===== src/design/bdp_pkg.sv =====
// Shared types, field constants and mod-p helpers for the Beaver dot product share.
// No dependencies.
package bdp_pkg;

    localparam int WORD_W   = 64;
    localparam int NUM_WORD = 7;
    localparam int TDATA_W  = WORD_W * NUM_WORD;
    localparam int MUL_LAT  = 4;

    // p = 2^64 - 59, and 2^64 == 59 (mod p)
    localparam logic [WORD_W-1:0] FIELD_P = 64'hFFFF_FFFF_FFFF_FFC5;
    localparam logic [5:0]        FOLD_K  = 6'd59;

    typedef logic [WORD_W-1:0] word_t;

    typedef struct packed {
        logic valid;
        logic last;
    } bdp_ctl_t;

    function automatic word_t red1(input word_t v);
        return (v >= FIELD_P) ? (v - FIELD_P) : v;
    endfunction

    function automatic word_t fadd(input word_t a, input word_t b);
        logic [WORD_W:0] s;
        s = {1'b0, red1(a)} + {1'b0, red1(b)};
        if (s >= {1'b0, FIELD_P}) begin
            s = s - {1'b0, FIELD_P};
        end
        return s[WORD_W-1:0];
    endfunction

    function automatic word_t fsub(input word_t a, input word_t b);
        word_t ra;
        word_t rb;
        ra = red1(a);
        rb = red1(b);
        return (ra >= rb) ? (ra - rb) : (ra - rb + FIELD_P);
    endfunction

endpackage


===== src/design/bdp_accum.sv =====
// Product share sum, running accumulator and output register with skid stage.
// Depends on bdp_pkg.
module bdp_accum
    import bdp_pkg::*;
(
    input  logic     aclk,
    input  logic     aresetn,
    input  word_t    z_red,
    input  word_t    ex_prod,
    input  word_t    dy_prod,
    input  bdp_ctl_t ctl_in,
    output logic     advance,
    output logic     m_tvalid,
    input  logic     m_tready,
    output word_t    m_tdata
);

    word_t    c_reg;
    bdp_ctl_t c_ctl_reg;
    word_t    running_sum_reg;
    logic     out_valid_reg, skid_valid_reg;
    word_t    out_data_reg, skid_data_reg;

    logic [65:0] s3;
    word_t       c_next;
    word_t       sum_next;
    logic        push;

    assign advance = !skid_valid_reg;

    // z + e*x + d*y is below 3p: pick among zero, one or two subtractions
    always_comb begin
        s3 = 66'(z_red) + 66'(ex_prod) + 66'(dy_prod);
        priority if (s3 >= {1'b0, FIELD_P, 1'b0}) begin
            c_next = 64'(s3 - {1'b0, FIELD_P, 1'b0});
        end else if (s3 >= {2'b00, FIELD_P}) begin
            c_next = 64'(s3 - {2'b00, FIELD_P});
        end else begin
            c_next = s3[63:0];
        end
    end

    assign sum_next = fadd(running_sum_reg, c_reg);
    assign push     = advance && c_ctl_reg.valid && c_ctl_reg.last;

    always_ff @(posedge aclk) begin
        if (advance) begin
            c_reg <= c_next;
        end
    end

    always_ff @(posedge aclk) begin
        if (!aresetn) begin
            c_ctl_reg       <= '0;
            running_sum_reg <= '0;
        end else if (advance) begin
            c_ctl_reg <= ctl_in;
            if (c_ctl_reg.valid) begin
                running_sum_reg <= c_ctl_reg.last ? '0 : sum_next;
            end
        end
    end

    always_ff @(posedge aclk) begin
        if (!aresetn) begin
            out_valid_reg  <= 1'b0;
            skid_valid_reg <= 1'b0;
        end else if (m_tready || !out_valid_reg) begin
            if (skid_valid_reg) begin
                out_valid_reg  <= 1'b1;
                skid_valid_reg <= 1'b0;
            end else begin
                out_valid_reg <= push;
            end
        end else if (push) begin
            skid_valid_reg <= 1'b1;
        end
    end

    always_ff @(posedge aclk) begin
        if (m_tready || !out_valid_reg) begin
            if (skid_valid_reg) begin
                out_data_reg <= skid_data_reg;
            end else if (push) begin
                out_data_reg <= sum_next;
            end
        end else if (push) begin
            skid_data_reg <= sum_next;
        end
    end

    assign m_tvalid = out_valid_reg;
    assign m_tdata  = out_data_reg;

endmodule


===== config.mk =====
export PLATFORM = sky130hd
export DESIGN_NAME = bdp_accum
export DESIGN_NICKNAME = d
export VERILOG_FILES = /design/src/design/bdp_pkg.sv /design/src/design/bdp_accum.sv
export SDC_FILE = /design/constraint.sdc
export NUM_CORES = 1
export LEC_CHECK = 0
export BUFFER_PORTS_ARGS = -buffer_cell sky130_fd_sc_hd__buf_2
export CELL_PAD_IN_SITES_DETAIL_PLACEMENT = 1
export CELL_PAD_IN_SITES_GLOBAL_PLACEMENT = 2
export CORE_MARGIN = 1
export CORE_UTILIZATION = 38
export CTS_BUF_LIST = sky130_fd_sc_hd__clkbuf_8
export DETAILED_ROUTE_END_ITERATION = 8
export PLACE_DENSITY = 0.93
export SYNTH_ARGS = -nofsm -noshare
export SYNTH_HDL_FRONTEND = slang
export SYNTH_SLANG_ARGS = --single-unit

===== constraint.sdc =====
create_clock -name aclk -period 8.2 [get_ports aclk]
set_input_delay 0.41 -clock aclk [delete_from_list [all_inputs] [get_ports aclk]]
set_output_delay 0.41 -clock aclk [all_outputs]
set_load 0.02 [all_outputs]

==> impl_results.md <==
* Cell count of the worst hold path at 3
* Antenna violations before repair at 0
* Syn Inst Count at 2798
* Clock share of power at 0.117
* Seq/Total Area, Yosys at 0.287
* R2R cell count at 23
* Buffers and inverters on the worst path at 4
* Clk buf depth at 3
* Die width at 258 um
* Net Sw Frac at 0.474
* CTS Buf Count at 41
* Slew at the pin with the worst max-slew slack at 1.36 ns
* CTS H-Tree Depth at 2
* Most frequent cells in the layout: buf_2, nand2_1, a21oi_1
* Finished Cell Area at 29200 sq um
* Proportion of layout cells with a drive suffix above 1 at 0.215
* Run status: complete, no violations
* Number of enable flip-flop cells after synthesis at 192
* DRT Pass-1 Iters at 5
* P_leak at 11.3 nW
* Crit. End Element: flop
* Largest net degree at the start of global routing at 71
* CP Data Arrival Time at 7.70 ns
* Period utilisation layout at 0.899
* Slowest stage delay, CP at 0.77 ns
* Max-slew headroom at 0.0956
* Post-placement cell area at 28400 sq um
* Synthesized area at 24800 sq um
* Max Cap Viol at 0
* Core area at 64600 sq um
* RSZ-0062 raised after global routing: no
* Total setup buffers inserted after CTS at 0
* DIE HEIGHT at 258 um
* Synth Register Bits at 260
* Residual DRC at 0
* GRT Residual Overflow at 0
* CP Class: flop to flop
* Cell Int Power at 0.00487 W
* Critical path's slowest cell: nor4_1
* Layout area overhead at 17.5%
* # rows at 93
* Sw power at 0.00439 W
* Crit path required time at 8.52 ns
* Top-Level Pins at 263
* Post-route ant nets at 0
* # diodes at 0
* Post-Syn Area per Cell at 8.88 sq um
* Resized Gates After CTS at 0
* Final #Nets at 3584
* Logic gate share of total power at 0.660
* Flop pwr share at 0.223
* Type of origin of the critical path: flop
* GP Congestion at 0.972
* Clock-pin slew on the worst setup and hold paths at 0.07 ns
* CP cell instances: nand4_1 > nor4_1 > nand4_1 > nor2_1 > buf_4 > nor2b_1 > ha_1 > nand2_1 > o21ai_0 > a21oi_1 > o311a_1 > buf_4 > a211oi_1 > a21oi_1 > o211ai_1 > xnor2_1 > nor4bb_1 > buf_4 > nand4_1 > buf_12 > a2111oi_2 > xor2_1 > mux2_2
* Final Core Density at 0.452
* Hold Crit Class: primary input to flop
* Wire length per cell at 23.0 um
* First-pass GRT wire length at 144000 um
* PD cells at 317 nW/um^2
* TNS Setup at 0 ns
* Crit path depth at 23
* Vias post-DR at 24.0k
* Fin. Hold Viols at 0
* Max IR drop VDD at 0.122 mV
* Synth async-reset ratio at 0
* Die Area at 66400 sq um
* Dpl hpwl at 78400 um
* # clock sinks at 260
* CP max FO at 38
* Syn_nets at 3200
* CTS tree: yes
* First-iteration detailed-routing DRC count at 1520
* Unique cell type count in the Yosys netlist at 101
* # hold bufs at CTS at 0
* Final setup vio count at 0
* PortBufs at 262
* CTS root buf: clkbuf_8
* Top FF cell, synth: edfxtp_1
* Min cycle time layout at 7.37 ns
* Synth warn at 0
* Top delay family on crit path: compound AO/OA/AOI/OAI gates
* Commonest non-fill, non-tap cell in the layout: buf_2
* Final Skew at 0.0280 ns
* Routed vias/inst at 5.91
* Total track usage at 0.274
* Fmax at 136 MHz
* Worst-skew pair later-pin latency at 0.58 ns
* PnR Total Power at 0.00926 W
* Initial Utilization at 0.385
* DRT Wirelength at 93500 um
* Vias in the first global route at 25.0k
* Final Max Slew Viols at 0
* Hold WS at 0.121 ns
Yosys cell counts, types with 52 or more instances:
cell / n / share of area
xor2_1: 89 / 0.031
inv_1: 53 / 0.0080
nand3_1: 76 / 0.015
nor2b_1: 136 / 0.034
nor3_1: 78 / 0.016
o21ai_0: 125 / 0.025
clkbuf_1: 92 / 0.014
a22o_1: 61 / 0.022
nand2_1: 233 / 0.035
nor2_1: 195 / 0.029
dfxtp_1: 68 / 0.055
fa_1: 66 / 0.053
nand4_1: 131 / 0.033
xnor2_1: 134 / 0.047
a21oi_1: 222 / 0.045
edfxtp_1: 192 / 0.23
a21o_1: 52 / 0.016
mux2_2: 65 / 0.029
ha_1: 139 / 0.070
power groups by stage:
stage	Clock (W)	Combinational (W)	Sequential (W)
2_1_floorplan	0	0.00365	0.00203
3_3_place_gp	0	0.00577	0.00207
3_5_place_dp	0	0.00599	0.00209
4_1_cts	0.00111	0.00603	0.00206
5_1_grt	0.00115	0.00659	0.00209
6_report	0.00109	0.00611	0.00206
logic make-up after synthesis:
group,count (synthesis),synth area share
compound gates,749,0.212
xor+xnor,223,0.0786
fa+ha+maj,205,0.123
buf+inv,201,0.0336
flops,260,0.287
mux,79,0.0351
simple gates,1081,0.231
worst reg2reg max path, cell delays in order (launching register included):
cell       delay (ns)
dfxtp_1          0.36
nand4_1          0.16
nor4_1           0.77
nand4_1          0.29
nor2_1           0.16
buf_4            0.38
nor2b_1          0.19
ha_1             0.53
nand2_1          0.12
o21ai_0          0.42
a21oi_1          0.19
o311a_1          0.38
buf_4            0.17
a211oi_1         0.35
a21oi_1          0.23
o211ai_1         0.31
xnor2_1          0.16
nor4bb_1         0.37
buf_4            0.20
nand4_1          0.20
buf_12           0.25
a2111oi_2        0.47
xor2_1           0.16
mux2_2           0.28
stage by stage:
step                      instances  worst slack, ns
final                          4068            0.826
after global routing           4068            0.564
after CTS                      4068            0.870
after detailed placement       3994            0.947
after global placement         3994             1.06
after floorplan                2798             1.96
layout make-up:
class,count,area (sq um)
Clock inverter,28,165
Fill cell,7640,35400
Timing Repair Buffer,488,3080
Sequential cell,260,7130
Tap cell,855,1070
Clock buffer,46,633
Inverter,54,205
Multi-Input combinational cell,2337,16900
per-layer routing:
| layer | GRT usage | part of all wire | vias to the layer above |
|---|---|---|---|
| li1 | - | - | 11300 |
| met1 | 0.357 | 0.44 | 11900 |
| met2 | 0.474 | 0.48 | 648 |
| met3 | 0.0196 | 0.036 | 145 |
| met4 | 0.102 | 0.039 | 0 |
| met5 | 0 | 0 | - |
worst paths after layout:
check | startpoint | to | slack, ns
setup / recovery | running_sum_reg[48] | m_tdata[22] | 0.83
hold / removal | aresetn | skid_valid_reg | 0.12
setup reg to reg | running_sum_reg[48] | m_tdata[22] | 0.83
hold reg to reg | running_sum_reg[50] | running_sum_reg[50] | 0.52
Note: power is estimated with default switching activity, not from simulation.
