[src/design/bdp_pkg.sv]
// Shared types, field constants and mod-p helpers for the Beaver dot product share.
// No dependencies.
package bdp_pkg;

    localparam int WORD_W   = 64;
    localparam int NUM_WORD = 7;
    localparam int TDATA_W  = WORD_W * NUM_WORD;
    localparam int MUL_LAT  = 4;

    // p = 2^64 - 59, and 2^64 == 59 (mod p)
    localparam logic [WORD_W-1:0] FIELD_P = 64'hFFFF_FFFF_FFFF_FFC5;
    localparam logic [5:0]        FOLD_K  = 6'd59;

    typedef logic [WORD_W-1:0] word_t;

    typedef struct packed {
        logic valid;
        logic last;
    } bdp_ctl_t;

    function automatic word_t red1(input word_t v);
        return (v >= FIELD_P) ? (v - FIELD_P) : v;
    endfunction

    function automatic word_t fadd(input word_t a, input word_t b);
        logic [WORD_W:0] s;
        s = {1'b0, red1(a)} + {1'b0, red1(b)};
        if (s >= {1'b0, FIELD_P}) begin
            s = s - {1'b0, FIELD_P};
        end
        return s[WORD_W-1:0];
    endfunction

    function automatic word_t fsub(input word_t a, input word_t b);
        word_t ra;
        word_t rb;
        ra = red1(a);
        rb = red1(b);
        return (ra >= rb) ? (ra - rb) : (ra - rb + FIELD_P);
    endfunction

endpackage

[src/design/bdp_open.sv]
// Input register and opening of d and e: d = (a-x) + peer_d, e = (b-y) + peer_e.
// Depends on bdp_pkg.
module bdp_open
    import bdp_pkg::*;
(
    input  logic               aclk,
    input  logic               aresetn,
    input  logic               en,
    input  logic               s_tvalid,
    input  logic [TDATA_W-1:0] s_tdata,
    input  logic               s_tlast,
    output word_t              d_open,
    output word_t              e_open,
    output word_t              x_red,
    output word_t              y_red,
    output word_t              z_red,
    output bdp_ctl_t           ctl_out
);

    logic [TDATA_W-1:0] in_data_reg;
    bdp_ctl_t           in_ctl_reg;

    word_t    own_d_reg, own_e_reg, xa_reg, ya_reg, za_reg, pd_reg, pe_reg;
    bdp_ctl_t a_ctl_reg;

    word_t    d_reg, e_reg, xb_reg, yb_reg, zb_reg;
    bdp_ctl_t b_ctl_reg;

    word_t f_a, f_x, f_b, f_y, f_z, f_pd, f_pe;

    assign f_a  = in_data_reg[0*WORD_W +: WORD_W];
    assign f_x  = in_data_reg[1*WORD_W +: WORD_W];
    assign f_b  = in_data_reg[2*WORD_W +: WORD_W];
    assign f_y  = in_data_reg[3*WORD_W +: WORD_W];
    assign f_z  = in_data_reg[4*WORD_W +: WORD_W];
    assign f_pd = in_data_reg[5*WORD_W +: WORD_W];
    assign f_pe = in_data_reg[6*WORD_W +: WORD_W];

    always_ff @(posedge aclk) begin
        if (!aresetn) begin
            in_ctl_reg <= '0;
            a_ctl_reg  <= '0;
            b_ctl_reg  <= '0;
        end else if (en) begin
            in_ctl_reg <= '{valid: s_tvalid, last: s_tlast};
            a_ctl_reg  <= in_ctl_reg;
            b_ctl_reg  <= a_ctl_reg;
        end
    end

    always_ff @(posedge aclk) begin
        if (en) begin
            in_data_reg <= s_tdata;
            own_d_reg   <= fsub(f_a, f_x);
            own_e_reg   <= fsub(f_b, f_y);
            xa_reg      <= red1(f_x);
            ya_reg      <= red1(f_y);
            za_reg      <= red1(f_z);
            pd_reg      <= f_pd;
            pe_reg      <= f_pe;
            d_reg       <= fadd(own_d_reg, pd_reg);
            e_reg       <= fadd(own_e_reg, pe_reg);
            xb_reg      <= xa_reg;
            yb_reg      <= ya_reg;
            zb_reg      <= za_reg;
        end
    end

    assign d_open  = d_reg;
    assign e_open  = e_reg;
    assign x_red   = xb_reg;
    assign y_red   = yb_reg;
    assign z_red   = zb_reg;
    assign ctl_out = b_ctl_reg;

endmodule

[config.mk]
export PLATFORM = sky130hd
export DESIGN_NAME = bdp_open
export DESIGN_NICKNAME = d
export VERILOG_FILES = /design/src/design/bdp_pkg.sv /design/src/design/bdp_open.sv
export SDC_FILE = /design/constraint.sdc
export NUM_CORES = 2
export LEC_CHECK = 0
export BUFFER_PORTS_ARGS = -buffer_cell sky130_fd_sc_hd__buf_2
export CAP_MARGIN = 20
export CORE_MARGIN = 2
export CORE_UTILIZATION = 45
export DETAILED_ROUTE_END_ITERATION = 12
export PLACE_DENSITY = 0.76
export SETUP_SLACK_MARGIN = 0.05
export SLEW_MARGIN = 0
export SYNTH_ARGS = -nofsm -noshare
export SYNTH_HDL_FRONTEND = slang
export SYNTH_SLANG_ARGS = --single-unit
[constraint.sdc]
create_clock -name aclk -period 5.95 [get_ports aclk]
set_clock_uncertainty 0.1 [all_clocks]
set_input_delay 0.595 -clock aclk [delete_from_list [all_inputs] [get_ports aclk]]
set_output_delay 0.595 -clock aclk [all_outputs]
set_load 0.01 [all_outputs]
==> results.txt <==
The number of hold violations in the final report came out at 0. The initial core utilization is between 40% and 50%. The leading cell type by number of instances after synthesis is sky130_fd_sc_hd__edfxtp_1.

The number of ports placed on the die boundary is roughly 780. After detailed routing, the total wire length is 274000 um. The routed design could run at a clock period as short as about 6.4 ns. The maximum vdd ir drop came out at 0.000297 V. The number of rows in the core area came out at 141.

The synthesized design contains 1222 register bits. The routed length on met3 is 24800 um. The share of layout cells above drive strength 1 is 42.3%. The layout overhead on the synthesized area is 54.4%. The unique cell type count in the Yosys netlist is 117. The largest individual stage delay along the critical path comes from the cell sky130_fd_sc_hd__or4_4. The run finished, with violations left.

The mean routed wirelength per cell is ~24 um. The reg-to-reg startpoint is pe_reg[58]. Sorting the synthesized cells by area gives the leading types as sky130_fd_sc_hd__edfxtp_1 54%, sky130_fd_sc_hd__ha_1 5.2%, sky130_fd_sc_hd__nor2b_1 4.2%.

The placeable core region is 148000 um2. By startpoint and endpoint, the worst setup path is classified as flip-flop to flip-flop. In this run the static leakage power is about 43 nW.

The worst slew slack as a fraction of its limit came out at about 30%. The total via count after detailed routing came out at 65700. The congestion estimate from routability-driven global placement came to 1.02.

Measured along the x axis, the die boundary spans around 390 um. The path with the worst hold slack has its endpoint at y_red[18]. The number of design-rule violations left by the first detailed-router iteration is just over 7000. Setup violations remaining at the end of the flow were counted as 168. The slew of the pin with the lowest slew margin came out at roughly 1.0 ns. STA puts the critical path data arrival time at 6.84 ns.

The y dimension of the die came out at 390 um. Summed over all failing endpoints, the final setup total negative slack is -40.79 ns. In this run the cell area of the synthesized design comes to 67200 um2.

Summed over its instances, the top area cell type makes up 54.3% of the synthesized netlist area. The register with the most flip-flops in the layout has ~450 of them. The final critical path takes up 108% of the cycle. The post-detailed-route DRC marker count is 0. The via count of the first global-routing pass was 63500. The total overflow left after global routing is 0. The count of nets left with antenna violations once routing finished came out at 0. Of all nets on the critical path, the largest fanout is 7.

The met2 wirelength from detailed routing came out at 122000 um. The number of synthesized flops with an enable pin came out at 1216. The number of nets produced by synthesis came out at 6763.

The commonest cells after synthesis are 1216 x sky130_fd_sc_hd__edfxtp_1, 517 x sky130_fd_sc_hd__nand2_1, 452 x sky130_fd_sc_hd__nor2b_1, 354 x sky130_fd_sc_hd__nor2_1, 339 x sky130_fd_sc_hd__a21oi_1. During placement, the flow inserted port buffers numbering 774. TritonCTS built the clock tree. The total iterations of the first detailed-routing run came out at 6. The cell taking the most area after synthesis is sky130_fd_sc_hd__edfxtp_1.

CTS saw 1222 sinks. The detailed router put a total of ~110000 um of wire on met1. The clock root buffer is sky130_fd_sc_hd__clkbuf_16. The deepest level of the CTS H-tree is 3.

The smallest setup slack after layout is -0.492 ns. The longest clock path from root to sink contains 3 buffers. The first-pass GRT wire length came out at 388000 um. Each instance of the synthesized netlist takes up on average 11.2 um2. The number of pins with negative max-slew slack in the final report came to 0. Setup repair after global routing could not meet its margin everywhere.

The cell depth of the worst min-delay path is 0. The async set or reset register ratio after synthesis is 0%. The hold path startpoint is ya_reg[18]. The final-stage net count came out at 10000. Across every metal layer, demand over resource in global routing totals 33.4%. The initial antenna violation count was 16. The required time of the critical path came out at 6.35 ns. The number of CTS-inserted buffers came out at 120. The power per cell area is roughly 330 nW/um2. In the synthesized netlist the dominant register cell turns out to be sky130_fd_sc_hd__edfxtp_1. The checks that failed: negative setup slack.

At the later pin of the worst-skew pair, clock insertion delay measures approximately 0.83 ns. Routed signal wires occupy layers up through met5. The worst hold path belongs to the class flip-flop to flip-flop. Sequential elements use between 50% and 60% of the synthesized area. STA classifies the critical path endpoint as a flip-flop. The largest single stage delay on the critical path is 0.50 ns.

The endpoint identified for the worst register-to-register timing path is e_open[22]. The post-route core utilization is 70.1%. The worst-case reg-to-reg path depth is 28.

The number of maximum-capacitance violations is 0. The number of cells produced by synthesis is approximately 6000. The overall die area came out at 152000 um2.

STA classifies the critical path startpoint as a flip-flop. The fmax is 155 MHz. The maximum number of pins on one net before global-route repair came out at 155. The post-DP HPWL is between 150000 and 200000 um.

For this run, the number of Yosys warnings is 0. The clock edge transition at the registers on the reported setup and hold paths came out at roughly 0.070 ns. The minimum setup slack among reg-to-reg paths is -0.49 ns.

The via density per instance came out at approximately 5.8.
[critical path, delay by kind of cell, from the launching register on]
kind	cells	cell delay, ns
AND/OR/NAND/NOR	13	2.46
AO/OA/AOI/OAI	3	1.04
flip-flops	1	0.41
XOR/XNOR	1	0.19
buffers and inverters	10	1.56
adder cells (fa/ha/maj)	1	0.41
[per-stage QoR]
step | instance area [um2] | std cells | setup WS (ns) | hold slack [ns] | power [mW]
finish | 104000 | 11300 | -0.492 | 0.290 | 34.3
global route | 104000 | 11300 | -0.639 | 0.291 | 35.6
CTS | 99700 | 11200 | -0.219 | 0.290 | 32.6
detailed placement | 87000 | 10400 | -1.06 | 0.305 | 23.7
global placement | 87000 | 10400 | -1.03 | 0.300 | 23.4
floorplan | 67200 | 6026 | 0.0513 | 0.300 | 17.0
[power by group]
group          internal, mW  switching, mW  leakage, nW
sequential             10.8          0.555         12.0
clock                  4.11           3.71         1.91
combinational          7.30           7.82         29.4
[area by class of cell]
cell class | instances | area, um2
fill | 9789 | 44300
sequential | 1222 | 36600
multi-input combinational | 4364 | 34400
timing repair buffer | 3356 | 25500
clock buffer | 136 | 3060
tap | 1930 | 2410
clock inverter | 88 | 885
inverter | 220 | 826
antenna | 8 | 20.0
[what timing repair did]
| item | in CTS | in global routing |
|---|---|---|
| hold buffers | 452 | 0 |
| gates cloned | 15 | 4 |
| setup endpoints to repair | 243 | 230 |
| pin swaps | 255 | 350 |
| hold endpoints to repair | 454 | 0 |
| buffers inserted | 132 | 143 |
| resized for setup | 636 | 641 |
[cells in the final DEF (no fill, tap or decap), types with 79 or more instances in the layout]
cell type	count
sky130_fd_sc_hd__xor2_1	167
sky130_fd_sc_hd__buf_2	773
sky130_fd_sc_hd__a21oi_1	252
sky130_fd_sc_hd__dlygate4sd3_1	452
sky130_fd_sc_hd__buf_4	1969
sky130_fd_sc_hd__buf_6	106
sky130_fd_sc_hd__nor2_1	298
sky130_fd_sc_hd__nand3_1	92
sky130_fd_sc_hd__clkbuf_16	124
sky130_fd_sc_hd__ha_1	201
sky130_fd_sc_hd__nor2b_1	431
sky130_fd_sc_hd__a21o_1	112
sky130_fd_sc_hd__o21ai_0	147
sky130_fd_sc_hd__inv_1	217
sky130_fd_sc_hd__edfxtp_1	1216
sky130_fd_sc_hd__nor3_1	117
sky130_fd_sc_hd__a21oi_2	79
sky130_fd_sc_hd__nand2_1	440
sky130_fd_sc_hd__nand4_1	291
sky130_fd_sc_hd__xnor2_1	222
[cell families after synthesis]
group	after synthesis	synth area share (%)
muxes	36	0.549
AOI/OAI and AO/OA	1187	11.7
and+or+nand+nor	2392	19.2
adders and majority gates	284	5.33
DFF	1222	54.5
buffers and inverters	440	2.58
xor gates and xnor gates	465	6.06
[routing by layer]
metal | global-route usage [%] | vias up
li1 | - | 29100
met1 | 45.1 | 31700
met2 | 52.2 | 3952
met3 | 5.92 | 951
met4 | 16.1 | 12
met5 | 0 | -
[worst max path at each step]
stage | from | to | slack, ns | depth (start not counted)
global placement | in_data_reg[25] | own_d_reg[58] | -1.03 | 21
CTS | in_data_reg[118] | own_d_reg[58] | -0.22 | 23
floorplan | own_e_reg[0] | e_open[53] | 0.05 | 24
detailed placement | in_data_reg[25] | own_d_reg[58] | -1.06 | 21
finish | pe_reg[58] | e_open[22] | -0.49 | 28
global route | pe_reg[58] | e_open[5] | -0.64 | 27
Note: power is estimated with default switching activity, not from simulation.
